**src/ppts_pkg.sv**
```systemverilog
// Shared constants for the periodic priority task scheduler.
// No dependencies.
`default_nettype none

package ppts_pkg;

  // command word fields
  localparam int CMD_W  = 2;
  localparam int PER_W  = 16;
  localparam int PREQ_W = 8;
  localparam int PRIO_W = 7;
  localparam int IDX_W  = 4;

  // command codes
  localparam logic [CMD_W-1:0] CMD_ADD      = 2'd0;
  localparam logic [CMD_W-1:0] CMD_TICK     = 2'd1;
  localparam logic [CMD_W-1:0] CMD_DISPATCH = 2'd2;
  localparam logic [CMD_W-1:0] CMD_NONE     = 2'd3;

  // highest priority value kept
  localparam logic [PREQ_W-1:0] PRIO_CAP = 8'd127;

endpackage : ppts_pkg

`default_nettype wire

```
**src/ppts_ram.sv**
```systemverilog
// Generic single-write, single-read RAM with a registered read port.
// No dependencies.
`default_nettype none

module ppts_ram #(
  parameter int WIDTH = 8,
  parameter int DEPTH = 16
) (
  input  wire logic                                   clk,
  input  wire logic                                   we,
  input  wire logic [(DEPTH > 1 ? $clog2(DEPTH) : 1)-1:0] waddr,
  input  wire logic [WIDTH-1:0]                       wdata,
  input  wire logic [(DEPTH > 1 ? $clog2(DEPTH) : 1)-1:0] raddr,
  output logic      [WIDTH-1:0]                       rdata
);

  logic [WIDTH-1:0] mem [DEPTH];

  // write port and registered read
  always_ff @(posedge clk) begin
    if (we) begin
      mem[waddr] <= wdata;
    end
    rdata <= mem[raddr];
  end

endmodule : ppts_ram

`default_nettype wire

```
**src/periodic_priority_task_scheduler.sv**
```systemverilog
// Top level of the periodic priority task scheduler: control sequencer and
// the period, countdown, priority and queue RAMs. Uses ppts_pkg, ppts_ram.
//
// Usage: a command word (in_cmd, in_period, in_priority_req) is taken at a
// clock edge where start is high and busy is low. Exactly one result word
// follows, shown for one cycle with out_valid high; it cannot be held off.
// An unused command, or a tick with no tasks, is answered from idle; an add
// writes one slot; a tick reads and rewrites the countdown of each task in
// use; a dispatch scans every slot in use, inserts each newly due task into
// the queue by priority, comparing entries and moving later ones up one
// place, then runs the queue head if there is one.
// The rate is set by the single read port of each RAM: each slot and each
// queue entry is visited one read at a time. busy drops with the strobe,
// so the next command may be taken in the strobe cycle.
// Reset clears the task count, the queue length, all due and pending flags
// and the output strobe; RAM contents are written before they are read.
`default_nettype none

module periodic_priority_task_scheduler #(
  parameter int MAX_TASKS = 16
) (
  input  wire logic                         clk,
  input  wire logic                         rst_n,
  input  wire logic                         start,
  output logic                              busy,
  input  wire logic [ppts_pkg::CMD_W-1:0]   in_cmd,
  input  wire logic [ppts_pkg::PER_W-1:0]   in_period,
  input  wire logic [ppts_pkg::PREQ_W-1:0]  in_priority_req,
  output logic                              out_valid,
  output logic                              out_ran_task,
  output logic      [ppts_pkg::IDX_W-1:0]   out_task_index,
  output logic                              out_table_full
);

  import ppts_pkg::*;

  localparam int IW = (MAX_TASKS > 1) ? $clog2(MAX_TASKS) : 1;
  localparam int CW = $clog2(MAX_TASKS + 1);
  localparam int AW = CW + 1;
  localparam logic [CW-1:0] NCNT = CW'(MAX_TASKS);
  localparam logic [AW-1:0] NSUM = AW'(MAX_TASKS);

  typedef enum logic [13:0] {
    S_IDLE     = 14'b00000000000001,
    S_ADD      = 14'b00000000000010,
    S_TICK_RD  = 14'b00000000000100,
    S_TICK_WR  = 14'b00000000001000,
    S_SCAN     = 14'b00000000010000,
    S_PRI_WAIT = 14'b00000000100000,
    S_POS_CHK  = 14'b00000001000000,
    S_POS_Q    = 14'b00000010000000,
    S_POS_CMP  = 14'b00000100000000,
    S_SHF      = 14'b00001000000000,
    S_SHF_WR   = 14'b00010000000000,
    S_POP_RD   = 14'b00100000000000,
    S_POP_Q    = 14'b01000000000000,
    S_POP_WR   = 14'b10000000000000
  } state_t;

  state_t state_r, state_nxt;

  logic [PER_W-1:0]  per_r, per_nxt;
  logic [PREQ_W-1:0] preq_r, preq_nxt;
  logic [CW-1:0]     tiu_r, tiu_nxt;
  logic [CW-1:0]     qlen_r, qlen_nxt;
  logic [IW-1:0]     qb_r, qb_nxt;
  logic [CW-1:0]     i_r, i_nxt;
  logic [CW-1:0]     pos_r, pos_nxt;
  logic [CW-1:0]     k_r, k_nxt;
  logic [IW-1:0]     s_r, s_nxt;
  logic [PRIO_W-1:0] spri_r, spri_nxt;
  logic              due_r [MAX_TASKS];
  logic              due_nxt [MAX_TASKS];
  logic              pend_r [MAX_TASKS];
  logic              pend_nxt [MAX_TASKS];
  logic              ov_r, ov_nxt;
  logic              oran_r, oran_nxt;
  logic [IDX_W-1:0]  oidx_r, oidx_nxt;
  logic              ofull_r, ofull_nxt;

  // ram ports
  logic              per_we, cnt_we, pri_we, q_we;
  logic [IW-1:0]     per_wa, cnt_wa, pri_wa, q_wa;
  logic [IW-1:0]     per_ra, cnt_ra, pri_ra, q_ra;
  logic [PER_W-1:0]  per_wd, cnt_wd, per_rd, cnt_rd;
  logic [PRIO_W-1:0] pri_wd, pri_rd;
  logic [IW-1:0]     q_wd, q_rd;

  // scratch
  logic [PER_W-1:0]  per_eff;
  logic [PRIO_W-1:0] pri_eff;
  logic [IW-1:0]     slot;
  logic [IW-1:0]     scan_s;
  logic [CW-1:0]     i_dec;

  // ring position of queue entry j
  function automatic logic [IW-1:0] q_addr(input logic [IW-1:0] base, input logic [CW-1:0] j);
    logic [AW-1:0] sum;
    sum = AW'(base) + AW'(j);
    if (sum >= NSUM) begin
      sum = sum - NSUM;
    end
    return sum[IW-1:0];
  endfunction

  ppts_ram #(.WIDTH(PER_W), .DEPTH(MAX_TASKS)) u_per_ram (
    .clk(clk), .we(per_we), .waddr(per_wa), .wdata(per_wd), .raddr(per_ra), .rdata(per_rd)
  );
  ppts_ram #(.WIDTH(PER_W), .DEPTH(MAX_TASKS)) u_cnt_ram (
    .clk(clk), .we(cnt_we), .waddr(cnt_wa), .wdata(cnt_wd), .raddr(cnt_ra), .rdata(cnt_rd)
  );
  ppts_ram #(.WIDTH(PRIO_W), .DEPTH(MAX_TASKS)) u_pri_ram (
    .clk(clk), .we(pri_we), .waddr(pri_wa), .wdata(pri_wd), .raddr(pri_ra), .rdata(pri_rd)
  );
  ppts_ram #(.WIDTH(IW), .DEPTH(MAX_TASKS)) u_q_ram (
    .clk(clk), .we(q_we), .waddr(q_wa), .wdata(q_wd), .raddr(q_ra), .rdata(q_rd)
  );

  assign busy           = (state_r != S_IDLE);
  assign out_valid      = ov_r;
  assign out_ran_task   = oran_r;
  assign out_task_index = oidx_r;
  assign out_table_full = ofull_r;

  // add field cleanup
  assign per_eff = (per_r == '0) ? PER_W'(1) : per_r;
  assign pri_eff = (preq_r > PRIO_CAP) ? PRIO_CAP[PRIO_W-1:0] : preq_r[PRIO_W-1:0];
  assign slot    = tiu_r[IW-1:0];
  assign i_dec   = i_r - CW'(1);
  assign scan_s  = i_dec[IW-1:0];

  // sequencer
  always_comb begin
    state_nxt = state_r;
    per_nxt   = per_r;
    preq_nxt  = preq_r;
    tiu_nxt   = tiu_r;
    qlen_nxt  = qlen_r;
    qb_nxt    = qb_r;
    i_nxt     = i_r;
    pos_nxt   = pos_r;
    k_nxt     = k_r;
    s_nxt     = s_r;
    spri_nxt  = spri_r;
    due_nxt   = due_r;
    pend_nxt  = pend_r;
    ov_nxt    = 1'b0;
    oran_nxt  = oran_r;
    oidx_nxt  = oidx_r;
    ofull_nxt = ofull_r;

    per_we = 1'b0; per_wa = slot; per_wd = per_eff; per_ra = s_r;
    cnt_we = 1'b0; cnt_wa = slot; cnt_wd = per_eff; cnt_ra = i_r[IW-1:0];
    pri_we = 1'b0; pri_wa = slot; pri_wd = pri_eff; pri_ra = scan_s;
    q_we   = 1'b0; q_wa   = q_addr(qb_r, pos_r); q_wd = s_r; q_ra = qb_r;

    unique case (state_r)
      S_IDLE: begin
        if (start) begin
          per_nxt  = in_period;
          preq_nxt = in_priority_req;
          i_nxt    = '0;
          unique case (in_cmd)
            CMD_ADD:      state_nxt = S_ADD;
            CMD_TICK: begin
              if (tiu_r == '0) begin
                ov_nxt = 1'b1; oran_nxt = 1'b0; oidx_nxt = '0; ofull_nxt = 1'b0;
              end else begin
                state_nxt = S_TICK_RD;
              end
            end
            CMD_DISPATCH: begin
              i_nxt     = tiu_r;
              state_nxt = S_SCAN;
            end
            default: begin
              ov_nxt = 1'b1; oran_nxt = 1'b0; oidx_nxt = '0; ofull_nxt = 1'b0;
            end
          endcase
        end
      end

      // register a new task or report a full table
      S_ADD: begin
        ov_nxt    = 1'b1;
        oran_nxt  = 1'b0;
        state_nxt = S_IDLE;
        if (tiu_r == NCNT) begin
          oidx_nxt  = '0;
          ofull_nxt = 1'b1;
        end else begin
          per_we = 1'b1;
          cnt_we = 1'b1;
          pri_we = 1'b1;
          due_nxt[slot]  = 1'b0;
          pend_nxt[slot] = 1'b0;
          tiu_nxt   = tiu_r + CW'(1);
          oidx_nxt  = IDX_W'(slot);
          ofull_nxt = 1'b0;
        end
      end

      // tick: read each countdown, then write it back decremented unless zero
      S_TICK_RD: state_nxt = S_TICK_WR;

      S_TICK_WR: begin
        cnt_wa = i_r[IW-1:0];
        cnt_wd = cnt_rd - PER_W'(1);
        if (cnt_rd != '0) begin
          cnt_we = 1'b1;
          if (cnt_rd == PER_W'(1)) begin
            due_nxt[i_r[IW-1:0]] = 1'b1;
          end
        end
        i_nxt = i_r + CW'(1);
        if (i_r + CW'(1) == tiu_r) begin
          ov_nxt = 1'b1; oran_nxt = 1'b0; oidx_nxt = '0; ofull_nxt = 1'b0;
          state_nxt = S_IDLE;
        end else begin
          state_nxt = S_TICK_RD;
        end
      end

      // scan slots newest to oldest for due tasks not yet queued
      S_SCAN: begin
        if (i_r == '0) begin
          state_nxt = S_POP_RD;
        end else if (due_r[scan_s] && !pend_r[scan_s]) begin
          s_nxt = scan_s;
          due_nxt[scan_s] = 1'b0;
          if (qlen_r == '0) begin
            q_we = 1'b1;
            q_wa = qb_r;
            q_wd = scan_s;
            qlen_nxt = CW'(1);
            pend_nxt[scan_s] = 1'b1;
            i_nxt = i_dec;
          end else begin
            state_nxt = S_PRI_WAIT;
          end
        end else begin
          i_nxt = i_dec;
        end
      end

      S_PRI_WAIT: begin
        spri_nxt  = pri_rd;
        pos_nxt   = CW'(1);
        state_nxt = S_POS_CHK;
      end

      // find the first later entry with a strictly greater priority
      S_POS_CHK: begin
        if (pos_r == qlen_r) begin
          k_nxt     = qlen_r;
          state_nxt = S_SHF;
        end else begin
          q_ra      = q_addr(qb_r, pos_r);
          state_nxt = S_POS_Q;
        end
      end

      S_POS_Q: begin
        pri_ra    = q_rd;
        state_nxt = S_POS_CMP;
      end

      S_POS_CMP: begin
        if (spri_r < pri_rd) begin
          k_nxt     = qlen_r;
          state_nxt = S_SHF;
        end else begin
          pos_nxt   = pos_r + CW'(1);
          state_nxt = S_POS_CHK;
        end
      end

      // move entries up one place, then drop the task in
      S_SHF: begin
        if (k_r == pos_r) begin
          q_we = 1'b1;
          q_wa = q_addr(qb_r, pos_r);
          q_wd = s_r;
          qlen_nxt = qlen_r + CW'(1);
          pend_nxt[s_r] = 1'b1;
          i_nxt = i_dec;
          state_nxt = S_SCAN;
        end else begin
          q_ra      = q_addr(qb_r, k_r - CW'(1));
          state_nxt = S_SHF_WR;
        end
      end

      S_SHF_WR: begin
        q_we      = 1'b1;
        q_wa      = q_addr(qb_r, k_r);
        q_wd      = q_rd;
        k_nxt     = k_r - CW'(1);
        state_nxt = S_SHF;
      end

      // run the queue head and reload its countdown, or report that none ran
      S_POP_RD: begin
        if (qlen_r == '0) begin
          ov_nxt = 1'b1; oran_nxt = 1'b0; oidx_nxt = '0; ofull_nxt = 1'b0;
          state_nxt = S_IDLE;
        end else begin
          q_ra      = qb_r;
          state_nxt = S_POP_Q;
        end
      end

      S_POP_Q: begin
        s_nxt        = q_rd;
        per_ra       = q_rd;
        pend_nxt[q_rd] = 1'b0;
        qb_nxt       = q_addr(qb_r, CW'(1));
        qlen_nxt     = qlen_r - CW'(1);
        state_nxt    = S_POP_WR;
      end

      S_POP_WR: begin
        cnt_we    = 1'b1;
        cnt_wa    = s_r;
        cnt_wd    = per_rd;
        ov_nxt    = 1'b1;
        oran_nxt  = 1'b1;
        oidx_nxt  = IDX_W'(s_r);
        ofull_nxt = 1'b0;
        state_nxt = S_IDLE;
      end

      default: state_nxt = S_IDLE;
    endcase
  end

  // control registers
  always_ff @(posedge clk) begin
    if (!rst_n) begin
      state_r <= S_IDLE;
      tiu_r   <= '0;
      qlen_r  <= '0;
      qb_r    <= '0;
      ov_r    <= 1'b0;
      for (int n = 0; n < MAX_TASKS; n++) begin
        due_r[n]  <= 1'b0;
        pend_r[n] <= 1'b0;
      end
    end else begin
      state_r <= state_nxt;
      tiu_r   <= tiu_nxt;
      qlen_r  <= qlen_nxt;
      qb_r    <= qb_nxt;
      ov_r    <= ov_nxt;
      due_r   <= due_nxt;
      pend_r  <= pend_nxt;
    end
  end

  // payload registers
  always_ff @(posedge clk) begin
    per_r   <= per_nxt;
    preq_r  <= preq_nxt;
    i_r     <= i_nxt;
    pos_r   <= pos_nxt;
    k_r     <= k_nxt;
    s_r     <= s_nxt;
    spri_r  <= spri_nxt;
    oran_r  <= oran_nxt;
    oidx_r  <= oidx_nxt;
    ofull_r <= ofull_nxt;
  end

endmodule : periodic_priority_task_scheduler

`default_nettype wire
```
**config.mk**
```make
export PLATFORM = sky130hd
export DESIGN_NAME = periodic_priority_task_scheduler
export DESIGN_NICKNAME = d
export VERILOG_FILES = /design/src/ppts_pkg.sv /design/src/ppts_ram.sv /design/src/periodic_priority_task_scheduler.sv
export SDC_FILE = /design/constraint.sdc
export NUM_CORES = 1
export LEC_CHECK = 0
export ABC_AREA = 1
export BUFFER_PORTS_ARGS = -buffer_cell sky130_fd_sc_hd__buf_2
export CAP_MARGIN = 20
export CORE_MARGIN = 1
export CORE_UTILIZATION = 50
export DETAILED_ROUTE_END_ITERATION = 10
export HOLD_SLACK_MARGIN = 0.06
export PLACE_DENSITY = 0.62
export SKIP_CTS_REPAIR_TIMING = 1
export SYNTH_ARGS = -nofsm -noshare
export SYNTH_HDL_FRONTEND = slang
export SYNTH_SLANG_ARGS = --single-unit
```
**constraint.sdc**
```tcl
create_clock -name clk -period 10.35 [get_ports clk]
set_input_delay 0.5175 -clock clk [delete_from_list [all_inputs] [get_ports clk]]
set_output_delay 0.5175 -clock clk [all_outputs]
set_load 0.005 [all_outputs]
```
## Word-level counts from Yosys, hierarchy flattened

Memories as Yosys holds them, arrays and structs flattened. A register that Yosys moved wholly into a read port is not among the register bits.
Index checks and enable logic that the tools add are counted.
Widths: inputs -> output; s select.

| operators by class | value |
|---|---|
| $add $sub $neg | 16 |
| $lt $le $gt $ge | 16 |
| eq/ne operators | 42 |
| muxes and demuxes | 116 |
| bitwise gates (word level) | 16 |
| reductions and logical operators | 34 |

Operator list:

| cell | count |
|---|---|
| $mux 16 | 11 |
| $pmux 14 s12 | 1 |
| $mux 4 | 21 |
| $mux 14 | 5 |
| $mux 5 | 13 |
| $and 16x16->16 | 4 |
| $pmux 16 s4 | 1 |
| $not 16->16 | 3 |
| $or 16x16->16 | 3 |
| $pmux 16 s3 | 1 |
| $pmux 4 s2 | 6 |
| $pmux 14 s3 | 1 |
| $pmux 16 s2 | 1 |
| $ge 5x5->1 const B | 6 |
| $mux 1 | 30 |
| $pmux 5 s3 | 2 |
| $ne 2x2->1 const B | 14 |
| $lt 5x1->1 const B | 5 |
| $not 4->5 | 5 |
| $add 5x1->5 const B | 4 |
| $demux 1 s4 | 5 |
| $mux 10 | 2 |
| $pmux 4 s5 | 1 |
| $pmux 5 s4 | 1 |
| 56 further kinds | 94 |

| word-level totals | value |
|---|---|
| bits in registers | 117 |
| memory bits (writable) | 688 |
| word-level logic and storage cells | 291 |
| memories | 4 |

Memory list:

| memory | words | bits a word | read ports | clocked after Yosys merged registers in | wr ports | RTL line | RTL |
|---|---|---|---|---|---|---|---|
| u_cnt_ram.mem | 16 | 16 | 1 | 1 | 1 | ppts_ram.sv:17 | `logic [WIDTH-1:0] mem [DEPTH];` |
| u_per_ram.mem | 16 | 16 | 1 | 1 | 1 | ppts_ram.sv:17 |  |
| u_pri_ram.mem | 16 | 7 | 1 | 1 | 1 | ppts_ram.sv:17 |  |
| u_q_ram.mem | 16 | 4 | 1 | 1 | 1 | ppts_ram.sv:17 |  |

## Longest topological paths before layout

Gate-level depths: netlist of the first run.

| logic depth | value |
|---|---|
| word-level depth | 12 |
| depth in mapped cells | 22 |
| depth with buffers taken out | 19 |

## Hierarchy

From an unflattened synthesis of the first run, not the netlist that was laid out.

| second synthesis, totals | value |
|---|---|
| cell total of the unflattened synthesis | 4284 |
| area total of the unflattened synthesis | 39994.6 um2 |

Modules (own cells, without submodules):

| module | instances | cells an instance | area an instance (um2) | seq. area each (um2) |
|---|---|---|---|---|
| ppts_ram at u_per_ram | 1 | 1074 | 11388.4 | 8007.7 |
| ppts_ram at u_cnt_ram | 1 | 1076 | 11385.9 | 8007.7 |
| periodic_priority_task_scheduler | 1 | 1359 | 9218.8 | 2902.8 |
| ppts_ram at u_pri_ram | 1 | 485 | 5034.8 | 3503.4 |
| ppts_ram at u_q_ram | 1 | 290 | 2966.6 | 2001.9 |

## Worst setup path before layout of the first run

OpenSTA, ideal clock, no wires.

| timing path | value |
|---|---|
| kind | reg2reg |
| start point | reg i_r[0] |
| end point | mem u_q_ram.mem[12][0] in the netlist's numbering (enable) |
| arrival time | 3217 ps |
| path slack | 6803 ps |
| stages on the path, launching flop included | 22 |
| path buffers | 4 |
| cell sequence | edfxtp_1 inv_1 clkbuf_1 clkbuf_1 clkbuf_1 ha_1 clkinv_1 nand3_1 nand2_1 nand2_1 nand2_1 inv_1 nand2_1 nand2_2 nor2_4 nand2_4 buf_6 nand2_2 nand3_2 a21oi_2 nand2_1 nor2_1 |

| between the ends | value |
|---|---|
| cells in the longest elaborated chain, start to end | 12 |

Ends and longest elaborated chain:

| element | RTL line | RTL |
|---|---|---|
| from (decl) | periodic_priority_task_scheduler.sv:67 | `logic [CW-1:0] i_r, i_nxt;` |
| from (signal assigned) | periodic_priority_task_scheduler.sv:364 | `i_r <= i_nxt;` |
| $sub 5x1->5 | periodic_priority_task_scheduler.sv:129 | `assign i_dec = i_r - CW'(1);` |
| $not 4->5 (not written as such) | periodic_priority_task_scheduler.sv:228 | `end else if (due_r[scan_s] && !pend_r[scan_s]) begin` |
| $bmux 1 s4 | periodic_priority_task_scheduler.sv:228 |  |
| $mux 1 (not written as such) (2 in a row) | periodic_priority_task_scheduler.sv:228 |  |
| $logic_not 1->1 | periodic_priority_task_scheduler.sv:228 |  |
| $logic_and 1x1->1 | periodic_priority_task_scheduler.sv:228 |  |
| $mux 1 | periodic_priority_task_scheduler.sv:228 |  |
| $mux 1 | periodic_priority_task_scheduler.sv:226 | `if (i_r == '0) begin` |
| $pmux 1 s3 | periodic_priority_task_scheduler.sv:157 | `unique case (state_r)` |
| $mux 1 | ppts_ram.sv:21 | `if (we) begin` |
| $mux 1 (not written as such) | ppts_ram.sv:22 | `mem[waddr] <= wdata;` |
| to (decl) | ppts_ram.sv:17 |  |

Several ways; a longest one is shown, not always the timed one. The select of a mux whose other input is x is not followed.

## Final worst setup path of the first run

| timing path | value |
|---|---|
| start point | reg i_r[0] |
| end point | mem u_q_ram.mem[7][0] in the netlist's numbering (enable) |

The elaborated chain is that of the path after synthesis.

==> results by group, run 1 <==
Setup path
  • Worst path max stage delay: 1.09 ns
  • Worst EP required: 10.66 ns
  • Worst path cell trace: inv_4 -> ha_1 -> clkinv_1 -> nand3_1 -> nand3_1 -> nand2_1 -> nand2_1 -> nand2_1 -> nor2_4 -> nand2_4 -> inv_1 -> nand2_1 -> nand3_1 -> nand2_2 -> nand3_2 -> nor2_1
  • Crit path max fanout: 52
  • WP data arrival: 5.26 ns
  • Crit Path Category: register to register
  • Slowest cell on crit path: edfxtp_1
  • Crit path capture type: register
  • CP Launch Type: register
  • CP most frequent cell: nand2_1

GRT
  • Vias in the first global route: 25000
  • First-pass GRT wire length: 152 mm
  • Global route overflow: 0
  • Largest net degree at the start of global routing: 113
  • All-Layer GR Usage: 26.8%
  • Initial antenna violation count: 2

Detailed routing
  • Drt drc: 0
  • Via count: 26500
  • Antenna-violating nets left: 0
  • Pre-antenna DRT Iters: 5
  • DR vias/cell: 5.87
  • Final wirelength: 103 mm
  • DRT iter0 DRCs: 2725
  • Wire per inst: 22.7 µm

Yosys
  • Post-Synthesis Cells: 3455
  • Top cells by count, synth: 744 x edfxtp_1, 510 x nand2_1, 325 x inv_1
  • Synth top area share: 59.6%
  • Warnings, synthesis: 0
  • Synth Cell Area: 37500 µm²
  • Cell with the most instances after synthesis: edfxtp_1
  • Synth top area cells: edfxtp_1 60%, dfxtp_1 5.6%, nand2_1 5.1%
  • Fraction of registers with async set/reset: 0%
  • Synth Register Bits: 848
  • Synth cell types: 57
  • Number of synthesized flops with an enable pin: 744
  • Dominant cell type by area after synthesis: edfxtp_1
  • Synth Net Count: 3526
  • Post-synthesis sequential area ratio: 65.1%
  • Ys flop type: edfxtp_1
  • Syn_area_per_cell: 10.9 µm²

Die
  • Die area: 76100 µm²
  • Initial Utilization: 50.5%
  • Core ar.: 74300 µm²
  • I/O pin cnt: 37
  • Row cnt: 100
  • Die width: 276 µm
  • Die Ht: 276 µm

STA
  • Final setup vio count: 0
  • Max-slew violations: 0
  • RSZ-0062 raised after global routing: false
  • Tcrit/Tclk final: 47.8%
  • Final hold vios: 0
  • Fin crit period: 4.95 ns
  • Worst Skew: 0.0477 ns
  • Worst-Margin Slew: 1.13 ns
  • Relative slew margins: 24.3%
  • TNS Setup: 0 ns
  • FMAX: 0.202 GHz

Clock tree
  • Sink Count: 848
  • # H-tree levels: 3
  • Worst-path clk slew: 0.06 ns
  • Clock buffer count from CTS: 88
  • CTS Buffer Depth: 3
  • Root Driver: clkbuf_16
  • CTS tree: built
  • Skew-Pair Late Insertion Delay: 0.67 ns

Power
  • Pwr/cell area: 233 nW/µm²
  • Max VDD drop: 207 µV
  • Pleak: 14.8 nW
  • Tot Pwr: 9.79 mW

Place
  • # port buffers: 36
  • GP Congestion: 0.904
  • Placed Area: 38600 µm²
  • Post-DP HPWL: 61.3 mm

Final layout
  • Area Overhead vs Synth: 11.9%
  • Fraction of layout cells with a size suffix above 1: 10.2%
  • Fill count: 6248
  • Nets: 3539
  • Cell area after layout: 42000 µm²

Hold path
  • Min-Delay Path Class: input port to register

Status
  • Outcome: complete, no violations

Run
  • Max cap viols: 0
==> power by group <==
part | total [mW] | internal [mW] | switching [mW]
clock network | 3.24 | 1.90 | 1.35
registers | 4.23 | 4.03 | 0.202
logic | 2.32 | 0.650 | 1.67
total | 9.79 | 6.57 | 3.22
==> path summary, 6_finish.rpt <==
kind | slack, ns | end | cells after the start | startpoint
setup / recovery | 5.40 | u_q_ram.mem[7][0]$_DFFE_PP_ | 16 | i_r[0]$_DFFE_PP_
hold / removal | 0.09 | per_r[2]$_DFFE_PP_ | 1 | in_period[2]
setup reg to reg | 5.40 | u_q_ram.mem[7][0]$_DFFE_PP_ | 16 | i_r[0]$_DFFE_PP_
hold reg to reg | 0.43 | spri_r[3]$_DFFE_PP_ | 0 | u_pri_ram.rdata[3]$_DFF_P_
==> sequential cells by signal (all words and copies together), names as in the netlist, 7 cells and up <==
| register | flops |
|---|---|
| pend_r | 16 |
| state_r | 14 |
| per_r | 16 |
| u_cnt_ram.mem | 256 |
| u_per_ram.mem | 256 |
| due_r | 16 |
| spri_r | 7 |
| u_pri_ram.mem | 112 |
| u_pri_ram.rdata | 7 |
| u_cnt_ram.rdata | 16 |
| preq_r | 8 |
| u_q_ram.mem | 64 |
| u_per_ram.rdata | 16 |
==> metal layers <==
layer  vias to the layer above  wire, µm  track usage (%)
li1                      12300         -                -
met1                     13000     45200             38.7
met2                      1090     46400             41.3
met3                       177      8100             4.57
met4                         0      2890             8.56
met5                         -         0                0
==> through the flow <==
stage / hold WS [ns] / util (%) / cells / setup WS (ns)
after floorplan: 0.408 / - / 3455 / 6.80
after global placement: 0.419 / 52.0 / 4316 / 5.42
after detailed placement: 0.426 / 52.0 / 4317 / 5.19
after CTS: -0.000941 / 56.0 / 4483 / 5.19
after global routing: 0.0758 / 56.5 / 4514 / 5.00
final: 0.0903 / 56.5 / 4515 / 5.40
==> worst max-delay path: cells and delay by family (launching register included) <==
| family | cells | cell delay (ns) |
|---|---|---|
| flops | 1 | 1.09 |
| buf+inv | 3 | 1.06 |
| fa+ha+maj | 1 | 0.77 |
| simple gates | 12 | 1.68 |
==> area by class of cell <==
type | count | area, µm² | area share [%]
clock inverter | 41 | 467 | 1.11
multi-input combinational | 2065 | 11100 | 26.5
tap | 969 | 1210 | 2.89
antenna | 2 | 5.00 | 0.0119
clock buffer | 125 | 2540 | 6.04
inverter | 346 | 1310 | 3.11
sequential | 848 | 24400 | 58.2
timing repair buffer | 119 | 923 | 2.20
==> kinds of logic (layout without fill, tap and decap cells) <==
kind of cell | Yosys count | after routing | share of synthesized area [%]
simple gates | 1206 | 1206 | 14.3
fa+ha+maj | 42 | 42 | 1.48
compound gates | 791 | 791 | 12.5
flops | 848 | 848 | 65.1
buf+inv | 542 | 631 | 5.91
xor+xnor | 26 | 26 | 0.627
other cells | 0 | 2 | 0
==> layout by cell type (no fill, tap or decap), types with 92 or more instances in the layout <==
cell / Yosys / final
a21oi_1: 165 / 165
clkbuf_16: 0 / 92
dfxtp_1: 104 / 104
edfxtp_1: 744 / 744
inv_1: 325 / 323
nand2_1: 510 / 508
nand3_1: 246 / 246
nor2_1: 293 / 264
o211ai_1: 168 / 168
o21ai_0: 298 / 298
Power figures use the tool's default switching activity.
==> run 2, diff against run 1 <==
- clock period: 10.35 -> 4.9 ns (I/O delays scaled with it)
==> run 2 against run 1 <==
Compared with the run above: register-to-register slack got worse by 4.4 ns; non-clock buffer count increased by 12; setup slack got worse by 4.4 ns; largest power group unchanged; sequential power increased by 110%; total power increased by 110%; global-route usage decreased by 0.20 points; maximum frequency increased by 27%; core utilization increased by 0.051 points; critical endpoint is now u_q_ram.mem[11][2]$_DFFE_PP_; first-iteration DRC count decreased by 2.6%; cell count increased by 0.18%; clock skew decreased by 0.0088 ns; final area about the same.
==> results by group, run 2 (synthesis gave the netlist of run 1 again) <==
Clock tree
  • Skew-Pair Late Insertion Delay: 0.65 ns (was 0.67 ns)
  • Root Driver: clkbuf_16 (unchanged)
  • # H-tree levels: 3 (unchanged)
  • CTS tree: built (unchanged)
  • Sink Count: 848 (unchanged)
  • CTS Buffer Depth: 3 (unchanged)
  • Clock buffer count from CTS: 87 (was 88)
  • Worst-path clk slew: 0.06 ns (about the same)

Detailed routing
  • Final wirelength: 102 mm (was 103 mm)
  • Drt drc: 0 (unchanged)
  • Wire per inst: 22.6 µm (was 22.7 µm)
  • Antenna-violating nets left: 0 (unchanged)
  • Pre-antenna DRT Iters: 6 (was 5)
  • DR vias/cell: 5.86 (was 5.87)
  • DRT iter0 DRCs: 2655 (was 2725)
  • Via count: 26500 (about the same)

Final layout
  • Nets: 3550 (was 3539)
  • Most frequent cells in the layout: 744 x edfxtp_1, 508 x nand2_1, 323 x inv_1 (unchanged)
  • Area Overhead vs Synth: 12.0% (was 11.9%)
  • Largest regs: u_cnt_ram.mem (256), u_per_ram.mem (256), u_pri_ram.mem (112) (unchanged)
  • Fraction of layout cells with a size suffix above 1: 10.3% (was 10.2%)
  • Commonest non-fill, non-tap cell in the layout: edfxtp_1 (unchanged)
  • Diodes inserted: 0 (was 2)
  • Cell area after layout: 42000 µm² (about the same)

GRT
  • Global route overflow: 0 (unchanged)
  • Vias in the first global route: 25000 (about the same)
  • Largest net degree at the start of global routing: 85 (was 113)
  • First-pass GRT wire length: 152 mm (about the same)
  • All-Layer GR Usage: 26.6% (was 26.8%)
  • Initial antenna violation count: 2 (unchanged)

Die
  • Die Ht: 276 µm (unchanged)
  • I/O pin cnt: 37 (unchanged)
  • Die width: 276 µm (unchanged)
  • Core ar.: 74300 µm² (unchanged)
  • Die area: 76100 µm² (unchanged)
  • Initial Utilization: 50.5% (unchanged)
  • Row cnt: 100 (unchanged)

STA
  • Final hold vios: 0 (unchanged)
  • RSZ-0062 raised after global routing: false (unchanged)
  • Tcrit/Tclk final: 79.3% (was 47.8%)
  • Worst-Margin Slew: 1.12 ns (was 1.13 ns)
  • Fin crit period: 3.89 ns (was 4.95 ns)
  • Max-slew violations: 0 (unchanged)
  • Relative slew margins: 25.1% (was 24.3%)
  • FMAX: 0.257 GHz (was 0.202 GHz)
  • Worst Skew: 0.0389 ns (was 0.0477 ns)
  • Final setup vio count: 0 (unchanged)
  • TNS Setup: 0 ns (unchanged)

Setup path
  • Crit Path Category: register to register (unchanged)
  • Crit path capture type: register (unchanged)
  • CP Launch Type: register (unchanged)
  • WP data arrival: 4.18 ns (was 5.26 ns)
  • Worst EP required: 5.20 ns (was 10.66 ns)
  • Crit path max fanout: 51 (was 52)

Run
  • Max cap viols: 0 (unchanged)

Place
  • GP Congestion: 0.917 (was 0.904)
  • Placed Area: 38800 µm² (was 38600 µm²)
  • # port buffers: 36 (unchanged)
  • Post-DP HPWL: 62.3 mm (was 61.3 mm)

Power
  • Pwr/cell area: 491 nW/µm² (was 233 nW/µm²)
  • Max VDD drop: 390 µV (was 207 µV)
  • Pleak: 14.9 nW (was 14.8 nW)

Hold path
  • Min-Delay Path Class: input port to register (unchanged)

Status
  • Outcome: complete, no violations (unchanged)
-- run 2: cell types whose count changed in the layout (fill, tap and decap cells not counted), sizes merged --
cell | before | now
clkbuf | 125 | 122
diode | 2 | 0
clkinv | 31 | 32
bufinv | 7 | 9
buf | 97 | 105
inv | 345 | 347
dlygate4sd3 | 22 | 26
clkinvlp | 4 | 0
-- run 2: worst max-delay path, cell delays in order, from the launching register on --
cell and delay (ns):
edfxtp_1 0.42, inv_4 0.17, buf_4 0.47, ha_1 0.36, xor2_2 0.37, nor2_1 0.15
nand2_1 0.11, nand2_1 0.09, nor2_4 0.24, nand2_4 0.16, nand2_1 0.10, nand3_1 0.08
nand2_1 0.10, nand2_1 0.09, nor2_1 0.14, nand2_1 0.14, nor2_1 0.37
-- run 2: final cells by class --
| cell class | instances | area, µm² |
|---|---|---|
| timing repair buffer | 131 | 1020 |
| clock inverter | 42 | 517 |
| fill | 6227 | 32300 |
| tap | 969 | 1210 |
| inverter | 346 | 1310 |
| sequential | 848 | 24400 |
| clock buffer | 122 | 2440 |
| multi-input combinational | 2065 | 11100 |
-- run 2: power breakdown --
part	leakage, nW	internal, mW	switching (mW)
Combinational	5.86	1.40	3.60
Sequential	7.56	8.50	0.340
Clock	1.45	3.98	2.79
-- run 2: per-stage QoR --
stage | cells | setup slack (ns) | hold WS [ns] | power [mW] | util (%)
2_1_floorplan | 3455 | 1.35 | 0.344 | 12.2 | -
3_3_place_gp | 4329 | 1.11 | 0.422 | 13.8 | 52.1
3_5_place_dp | 4331 | 1.04 | 0.423 | 13.9 | 52.2
4_1_cts | 4495 | 1.05 | -0.269 | 20.6 | 56.1
5_1_grt | 4523 | 0.748 | 0.0873 | 21.5 | 56.5
6_report | 4523 | 1.01 | 0.0736 | 20.6 | 56.5
-- run 2: metal layers --
layer	wire, µm	global-route usage, %
met2	47000	41.7
met4	3020	9.15
met5	0	0
met1	44100	37.7
met3	7880	4.31
-- run 2: worst paths after layout --
kind	from	end	slack, ns	cells past startpoint
setup reg to reg	i_r[0]$_DFFE_PP_	u_q_ram.mem[11][2]$_DFFE_PP_	1.01	16
setup / recovery	i_r[0]$_DFFE_PP_	u_q_ram.mem[11][2]$_DFFE_PP_	1.01	16
hold / removal	in_cmd[0]	state_r[1]$_SDFFE_PN0P_	0.07	4
hold reg to reg	u_pri_ram.rdata[3]$_DFF_P_	spri_r[3]$_DFFE_PP_	0.44	0
